$ cat src/hdl/spibe_pkg.sv
// ---------------------------------------------------------------------------
// spibe_pkg
// Shared types, register indexes and helpers for the SPI slave bit engine.
// ---------------------------------------------------------------------------
package spibe_pkg;

  localparam int unsigned BYTE_BITS = 8;

  // Position counter covers 1..BYTE_BITS plus the overflow value.
  localparam int unsigned POS_W = 4;
  localparam int unsigned CNT_W = 4;

  localparam int unsigned IN_TDATA_W  = 16;
  localparam int unsigned OUT_TDATA_W = 8;
  localparam int unsigned CFG_IDX_W   = 2;

  typedef enum logic [CFG_IDX_W-1:0] {
    REG_LEAD_EDGE_FALLING = 2'd0,
    REG_DELAYED_START     = 2'd1,
    REG_LOW_BIT_FIRST     = 2'd2
  } cfg_reg_t;

  // One poll of the pins.
  typedef struct packed {
    logic                 select_n;
    logic                 clock_level;
    logic                 data_in_level;
    logic                 tick;
    logic [BYTE_BITS-1:0] send_byte;
  } item_t;

  typedef struct packed {
    logic drive_valid;
    logic drive_level;
    logic bit_valid;
    logic bit_value;
    logic separator;
    logic byte_done;
  } result_t;

  // Settings plus a one-cycle pulse when delayed start is rewritten.
  typedef struct packed {
    logic lead_edge_falling;
    logic delayed_start;
    logic low_bit_first;
    logic rearm;
  } cfg_t;

  // Bit k of the byte, counting from the MSB (k = 0).
  function automatic logic msb_bit(input logic [BYTE_BITS-1:0] b,
                                   input logic [2:0] k);
    logic [2:0] sh;
    sh = 3'(BYTE_BITS - 1) - k;
    return b[sh];
  endfunction

endpackage

$ cat src/hdl/spibe_cfg.sv
// ---------------------------------------------------------------------------
// spibe_cfg
// Configuration register file with a write channel; flags delayed-start writes.
// ---------------------------------------------------------------------------
module spibe_cfg (
  input  logic                            clk,
  input  logic                            rst,
  input  logic                            cfg_valid,
  output logic                            cfg_ready,
  input  logic [spibe_pkg::CFG_IDX_W-1:0] cfg_index,
  input  logic                            cfg_data,
  output spibe_pkg::cfg_t                 cfg
);

  logic lead_edge_falling;
  logic delayed_start;
  logic low_bit_first;
  logic wr;

  assign cfg_ready = 1'b1;
  assign wr        = cfg_valid & cfg_ready;

  always_ff @(posedge clk) begin
    if (rst) begin
      lead_edge_falling <= 1'b0;
      delayed_start     <= 1'b0;
      low_bit_first     <= 1'b0;
    end else if (wr) begin
      unique case (spibe_pkg::cfg_reg_t'(cfg_index))
        spibe_pkg::REG_LEAD_EDGE_FALLING: lead_edge_falling <= cfg_data;
        spibe_pkg::REG_DELAYED_START:     delayed_start     <= cfg_data;
        spibe_pkg::REG_LOW_BIT_FIRST:     low_bit_first     <= cfg_data;
        default: ;
      endcase
    end
  end

  always_comb begin
    cfg.lead_edge_falling = lead_edge_falling;
    cfg.delayed_start     = delayed_start;
    cfg.low_bit_first     = low_bit_first;
    cfg.rearm             = wr &&
      (spibe_pkg::cfg_reg_t'(cfg_index) == spibe_pkg::REG_DELAYED_START);
  end

endmodule

$ cat src/hdl/spibe_core.sv
// ---------------------------------------------------------------------------
// spibe_core
// Edge detect, bit select and counters; state advances once per processed poll.
// ---------------------------------------------------------------------------
module spibe_core (
  input  logic              clk,
  input  logic              rst,
  input  logic              en,
  input  spibe_pkg::item_t  item,
  input  spibe_pkg::cfg_t   cfg,
  output spibe_pkg::result_t res
);

  localparam logic [spibe_pkg::POS_W-1:0] POS_MAX   = spibe_pkg::POS_W'(spibe_pkg::BYTE_BITS);
  localparam logic [spibe_pkg::CNT_W-1:0] CNT_MAX   = spibe_pkg::CNT_W'(spibe_pkg::BYTE_BITS);
  localparam logic [spibe_pkg::POS_W-1:0] POS_RESET = spibe_pkg::POS_W'(1);
  localparam logic [spibe_pkg::POS_W-1:0] LSB_START = spibe_pkg::POS_W'(spibe_pkg::BYTE_BITS - 1);

  logic                          last_clock, last_clock_next;
  logic                          start_wait_over, start_wait_over_next;
  logic                          first_bit_out, first_bit_out_next;
  logic                          later_bits_active, later_bits_active_next;
  logic [spibe_pkg::POS_W-1:0]   bit_position, bit_position_next;
  logic [spibe_pkg::CNT_W-1:0]   receive_count, receive_count_next;

  logic                          run;
  logic                          tick_eff;
  logic                          rising, falling, lead, trail;
  logic [spibe_pkg::POS_W-1:0]   first;
  logic [spibe_pkg::POS_W-1:0]   idx;
  logic [spibe_pkg::POS_W-1:0]   pos_inc;

  always_comb begin
    last_clock_next        = last_clock;
    start_wait_over_next   = start_wait_over;
    first_bit_out_next     = first_bit_out;
    later_bits_active_next = later_bits_active;
    bit_position_next      = bit_position;
    receive_count_next     = receive_count;
    res      = '0;
    run      = !item.select_n;
    tick_eff = item.tick;

    rising  = item.clock_level && !last_clock;
    falling = !item.clock_level && last_clock;
    lead    = cfg.lead_edge_falling ? falling : rising;
    trail   = cfg.lead_edge_falling ? rising : falling;
    first   = cfg.low_bit_first ? LSB_START : '0;
    idx     = (bit_position >= first) ? bit_position - first : first - bit_position;
    pos_inc = bit_position + 1'b1;

    // Delayed start: the ending tick is consumed by the wait.
    if (run && cfg.delayed_start && !start_wait_over) begin
      if (item.tick) begin
        start_wait_over_next = 1'b1;
        tick_eff             = 1'b0;
      end else begin
        run = 1'b0;
      end
    end

    if (run) begin
      last_clock_next = item.clock_level;

      if (lead) begin
        if (!first_bit_out) begin
          first_bit_out_next = 1'b1;
          res.drive_valid    = 1'b1;
          res.drive_level    = spibe_pkg::msb_bit(item.send_byte, first[2:0]);
        end
        res.bit_valid = 1'b1;
        res.bit_value = item.data_in_level;
      end

      if (trail && first_bit_out_next) begin
        later_bits_active_next = 1'b1;
        // index equal to the byte width leaves the line alone
        if (idx < POS_MAX) begin
          res.drive_valid = 1'b1;
          res.drive_level = spibe_pkg::msb_bit(item.send_byte, idx[2:0]);
        end
      end

      if (tick_eff) begin
        receive_count_next = receive_count + 1'b1;
        if (later_bits_active_next) begin
          bit_position_next = pos_inc;
          if (pos_inc > POS_MAX) begin
            bit_position_next      = POS_RESET;
            first_bit_out_next     = 1'b0;
            later_bits_active_next = 1'b0;
            res.byte_done          = 1'b1;
          end
        end
      end

      if (receive_count_next >= CNT_MAX) begin
        receive_count_next = '0;
        res.separator      = 1'b1;
      end
    end
  end

  always_ff @(posedge clk) begin
    if (rst) begin
      last_clock        <= 1'b0;
      start_wait_over   <= 1'b0;
      first_bit_out     <= 1'b0;
      later_bits_active <= 1'b0;
      bit_position      <= POS_RESET;
      receive_count     <= '0;
    end else begin
      if (en) begin
        last_clock        <= last_clock_next;
        start_wait_over   <= start_wait_over_next;
        first_bit_out     <= first_bit_out_next;
        later_bits_active <= later_bits_active_next;
        bit_position      <= bit_position_next;
        receive_count     <= receive_count_next;
      end
      if (cfg.rearm) begin
        start_wait_over <= 1'b0;
      end
    end
  end

  a_pos_range: assert property (@(posedge clk) disable iff (rst)
    bit_position >= POS_RESET && bit_position <= POS_MAX)
    else $error("bit_position out of range");

  a_cnt_range: assert property (@(posedge clk) disable iff (rst)
    receive_count < CNT_MAX)
    else $error("receive_count not below byte width");

  a_done_clears: assert property (@(posedge clk) disable iff (rst)
    en && res.byte_done |=> !first_bit_out && !later_bits_active &&
                            bit_position == POS_RESET)
    else $error("byte_done without clearing bit state");

  a_sep_clears: assert property (@(posedge clk) disable iff (rst)
    en && res.separator |=> receive_count == '0)
    else $error("separator without clearing receive count");

endmodule

$ cat src/hdl/spi_slave_bit_engine.sv
// ---------------------------------------------------------------------------
// spi_slave_bit_engine
// SPI slave bit engine: one pin poll in, one result beat out.
// ---------------------------------------------------------------------------
// Each accepted poll beat is held in the input register, then processed into the
// result register. Throughput: 1 beat per cycle while m_tready is held high.
// Input and result registers part the two sides; while a result waits, one more
// poll beat is taken into the empty input register, then s_tready drops.
// Reset (rst, synchronous, active high) clears settings, pin/count state and
// both valid flags; no clearing pass is needed.
module spi_slave_bit_engine (
  input  logic                              clk,
  input  logic                              rst,
  // input stream
  input  logic                              s_tvalid,
  output logic                              s_tready,
  // [0] select_n, [1] clock_level, [2] data_in_level, [3] tick,
  // [11:4] send_byte, [15:12] zero
  input  logic [spibe_pkg::IN_TDATA_W-1:0]  s_tdata,
  // result stream
  output logic                              m_tvalid,
  input  logic                              m_tready,
  // [0] drive_valid, [1] drive_level, [2] bit_valid, [3] bit_value,
  // [4] separator, [5] byte_done, [7:6] zero
  output logic [spibe_pkg::OUT_TDATA_W-1:0] m_tdata,
  // configuration write channel
  input  logic                              cfg_valid,
  output logic                              cfg_ready,
  input  logic [spibe_pkg::CFG_IDX_W-1:0]   cfg_index,
  input  logic                              cfg_data
);

  spibe_pkg::cfg_t    cfg;
  spibe_pkg::item_t   poll;         // input register payload
  logic               poll_valid;
  spibe_pkg::result_t res;
  spibe_pkg::result_t out_res;      // result register payload
  logic               out_valid;
  logic               out_free;
  logic               process;
  logic               in_beat;

  // Result slot frees when empty or being taken this cycle.
  assign out_free = !out_valid || m_tready;
  assign process  = poll_valid && out_free;
  assign s_tready = !poll_valid || process;
  assign in_beat  = s_tvalid && s_tready;

  spibe_cfg u_cfg (
    .clk       (clk),
    .rst       (rst),
    .cfg_valid (cfg_valid),
    .cfg_ready (cfg_ready),
    .cfg_index (cfg_index),
    .cfg_data  (cfg_data),
    .cfg       (cfg)
  );

  // Input register
  always_ff @(posedge clk) begin
    if (rst) begin
      poll_valid <= 1'b0;
    end else if (in_beat) begin
      poll_valid <= 1'b1;
    end else if (process) begin
      poll_valid <= 1'b0;
    end
  end

  always_ff @(posedge clk) begin
    if (in_beat) begin
      poll.select_n      <= s_tdata[0];
      poll.clock_level   <= s_tdata[1];
      poll.data_in_level <= s_tdata[2];
      poll.tick          <= s_tdata[3];
      poll.send_byte     <= s_tdata[11:4];
    end
  end

  // Edge/bit logic; state advances only when the poll is processed
  spibe_core u_core (
    .clk  (clk),
    .rst  (rst),
    .en   (process),
    .item (poll),
    .cfg  (cfg),
    .res  (res)
  );

  // Result register
  always_ff @(posedge clk) begin
    if (rst) begin
      out_valid <= 1'b0;
    end else if (process) begin
      out_valid <= 1'b1;
    end else if (m_tready) begin
      out_valid <= 1'b0;
    end
  end

  always_ff @(posedge clk) begin
    if (process) begin
      out_res <= res;
    end
  end

  assign m_tvalid = out_valid;
  assign m_tdata  = {2'b00, out_res.byte_done, out_res.separator, out_res.bit_value,
                     out_res.bit_valid, out_res.drive_level, out_res.drive_valid};

  a_process_fills: assert property (@(posedge clk) disable iff (rst)
    process |=> out_valid)
    else $error("processed poll did not reach result register");

  a_no_overwrite: assert property (@(posedge clk) disable iff (rst)
    out_valid && !m_tready |=> $stable(out_res))
    else $error("stalled result overwritten");

  a_poll_held: assert property (@(posedge clk) disable iff (rst)
    poll_valid && !process |=> poll_valid && $stable(poll))
    else $error("pending poll lost");

endmodule
$ cat config.mk
export PLATFORM = sky130hd
export DESIGN_NAME = spi_slave_bit_engine
export DESIGN_NICKNAME = d
export VERILOG_FILES = /design/src/hdl/spibe_pkg.sv /design/src/hdl/spibe_cfg.sv /design/src/hdl/spibe_core.sv /design/src/hdl/spi_slave_bit_engine.sv
export SDC_FILE = /design/constraint.sdc
export NUM_CORES = 1
export LEC_CHECK = 0
export ABC_CLOCK_PERIOD_IN_PS = 7500
export BUFFER_PORTS_ARGS = -buffer_cell sky130_fd_sc_hd__buf_2
export CORE_MARGIN = 2
export CORE_UTILIZATION = 45
export DETAILED_ROUTE_END_ITERATION = 7
export PLACE_DENSITY_LB_ADDON = 0.25
export SYNTH_ARGS = -nofsm -noshare
export SYNTH_HDL_FRONTEND = slang
export SYNTH_SLANG_ARGS = --single-unit
$ cat constraint.sdc
create_clock -name clk -period 7.5 [get_ports clk]
set_input_delay 1.5 -clock clk [delete_from_list [all_inputs] [get_ports clk]]
set_output_delay 1.5 -clock clk [all_outputs]
set_load 0.1 [all_outputs]
==> impl_results.md <==
* Status: complete, no violations
* Cts repair resizes at 0
* Crit path time final at 3.72 ns
* Die H at 69.2 um
* Fill count at 383
* Max H-tree Level at 2
* Core ar. at 4060 sq um
* Yosys warnings at 0
* Static leakage at 0.846 nW
* Mapped Cells at 186
* RSZ-0062 raised after global routing: false
* PD cells at 189 nW/um^2
* Hold Vio Cnt, Final at 0
* Hold-fix buffers, CTS at 0
* VDD IR max at 0.136 mV
* Grt total ovfl at 0
* Drt pass-1 iters at 4
* CP peak stage delay at 0.30 ns
* Initial Utilization at 47.2%
* Ant. Diodes at 0
* Startpoint Class: input port
* Number of top-level pins at 35
* WS Path Type: input port to primary output
* Clk buf depth at 2
* Vias at 1375
* Critical path, cell by cell: buf_2 > nor2b_1 > nand2_1 > buf_2
* Die X at 69.2 um
* ANT nets after route at 0
* Initial antenna violation count at 0
* Worst path slowest cell: buf_2
* Routed WL per cell at 13.1 um
* EDFF count, synth at 18
* Fin Setup TNS at 0 ns
* Crit end category: primary output
* RePlAce Congestion at 0.809
* Met2 Track Usage GR at 24.3%
* Max Fanout on Critical Path at 5
* Crit path max-delay family: buffers and inverters
* Worst Path Buf+Inv at 2
* CTS tree: yes
* Worst path required time at 6.00 ns
* Num Clock Sinks at 35
* Yosys cell types at 49
* Clock Tree Root: clkbuf_8
* DRT iter0 DRCs at 62
* First-pass GRT wire length at 5620 um
* DRC viols at 0
* Top FF cell, synth: edfxtp_1
* Rel. slew slack at 62.6%
* Fmax at 269 MHz
* Min-delay src: u_core.start_wait_over$_SDFFE_PP0P_
* Synthesized cell area at 1920 sq um
* Via density at 5.21
* Syn_area_per_cell at 10.3 sq um
* Global route hottest layer: met2
* Final Max Tran Viols at 0
* Detailed placement HPWL at 2650 um
* Share of post-route cells with drive strength above 1 at 20.1%
* Worst Setup SP: m_tready
* Final period util at 49.6%
* Most common cell after layout, fill and taps aside: buf_2
* IO buf count at 27
* Die area at 4790 sq um
* NumNets Final at 247
* Clock Latency Late Sink at 0.29 ns
* Critical Path AT at 2.22 ns
* Final wirelength at 3450 um
* Worst reg2reg startpoint: u_cfg.low_bit_first$_SDFFE_PP0P_
* Seq/Total Area, Yosys at 46.0%
* Total Routing Usage GR at 14.8%
* FFs w/ async S/R, synth at 0%
* Most frequent cells in the layout: buf_2 (27), nor2_1 (26), edfxtp_1 (18)
* Place WS at 3.77 ns
* Flops & latches, synth at 35
* Min-Delay Path Class: register to register
* Post-CTS setup buffers at 0
* Layout area overhead at 11.2%
* Setup WS post-layout at 3.78 ns
* Largest net degree at the start of global routing at 17
* CTS buffer count at 5
* Skew final at 0.00682 ns
* Met1 usage at 18.3%
* Rows at 23
* Worst path most repeated cell: buf_2
* Worst Tran Pin Value at 0.561 ns
* Vias in the first global route at 1277
* Maxcap violations at 0
* Met3 GRT Util at 3.92%
* Worst-path clk slew at 0.07 ns
* Final setup violation count at 0
-- cells in the mapped netlist, drive strengths merged (2+ instances only) --
cell type  number  area [sq um]
nand4           2          12.5
nand2          11          41.3
a211oi          3          27.5
dfxtp          17           340
a21oi          14          70.1
nand3b          2          15.0
nand3           4          25.0
nor3b           4          30.0
nor3            5          25.0
and2            4          26.3
nor2           27           109
inv             7          26.3
ha              8           100
o21ai           3          15.0
a21o            5          38.8
o21a            4          30.0
nor2b           2          12.5
o211ai          3          32.5
nand2b          3          18.8
mux2i          11           110
fa              2          40.0
a21boi          2          18.8
buf             7          67.6
edfxtp         18           541
conb            2          7.51
mux2            2          22.5
-- power by group --
part | switching [mW] | internal, mW
sequential | 0.00468 | 0.209
clock | 0.0677 | 0.0649
combinational | 0.0400 | 0.0168
-- worst reg2reg max path, delay by kind of cell (launching register included) --
| kind | cells | cell delay, ns |
|---|---|---|
| simple gates | 2 | 0.40 |
| buf+inv | 1 | 0.07 |
| fa+ha+maj | 2 | 0.68 |
| mux | 3 | 0.81 |
| flops | 1 | 0.47 |
| compound gates | 1 | 0.20 |
-- metrics by stage --
stage	hold WS, ns	power (mW)	utilization, %	area, sq um	cells
floorplan	0.443	0.264	-	1920	187
global placement	0.453	0.274	50.4	2050	256
detailed placement	0.461	0.275	50.4	2050	256
CTS	0.478	0.407	52.5	2130	264
global route	0.518	0.416	52.5	2130	264
finish	0.478	0.403	52.5	2130	264
-- routing by layer --
layer,part of all wire (%),vias to the layer above
met5,0,-
met4,1.7,0
met3,3.1,7
met2,46,23
met1,49,633
li1,-,712
-- logic make-up (layout without fill, tap and decap cells) --
group	after synthesis	in the layout	share of synthesized area, %
xor gates and xnor gates	2	2	0.915
DFF	35	35	46.0
adders and majority gates	10	10	7.32
AOI/OAI and AO/OA	40	40	14.9
other	2	3	0.392
and+or+nand+nor	69	69	18.5
muxes	13	13	6.92
buffers and inverters	15	42	5.09
-- worst paths after layout --
path	end	slack (ns)	cells past startpoint
worst max-delay path	s_tready	3.78	4
worst min register to register	u_core.start_wait_over$_SDFFE_PP0P_	0.48	2
worst min-delay path	u_core.start_wait_over$_SDFFE_PP0P_	0.48	2
worst max register to register	m_tdata[1]$_SDFFCE_PP0P_	4.73	9
-- sequential cells by signal, summed over array words and instances (netlist names) --
| register | flops |
|---|---|
| u_cfg.low_bit_first | 1 |
| u_core.receive_count | 4 |
| u_cfg.delayed_start | 1 |
| u_core.later_bits_active | 1 |
| u_core.bit_position | 4 |
| poll_valid | 1 |
| u_core.start_wait_over | 1 |
| u_cfg.lead_edge_falling | 1 |
| poll | 12 |
| u_core.first_bit_out | 1 |
| m_tdata | 6 |
| u_core.last_clock | 1 |
| m_tvalid | 1 |
-- cell type report --
class	instances	area (sq um)	area share [%]
clock buffer	6	72.6	3.41
multi-input combinational	137	941	44.2
inverter	7	26.3	1.23
clock inverter	2	12.5	0.587
timing repair buffer	27	135	6.34
tap	50	62.6	2.94
sequential	35	881	41.3
No activity file was read; power rests on OpenSTA's default activity.
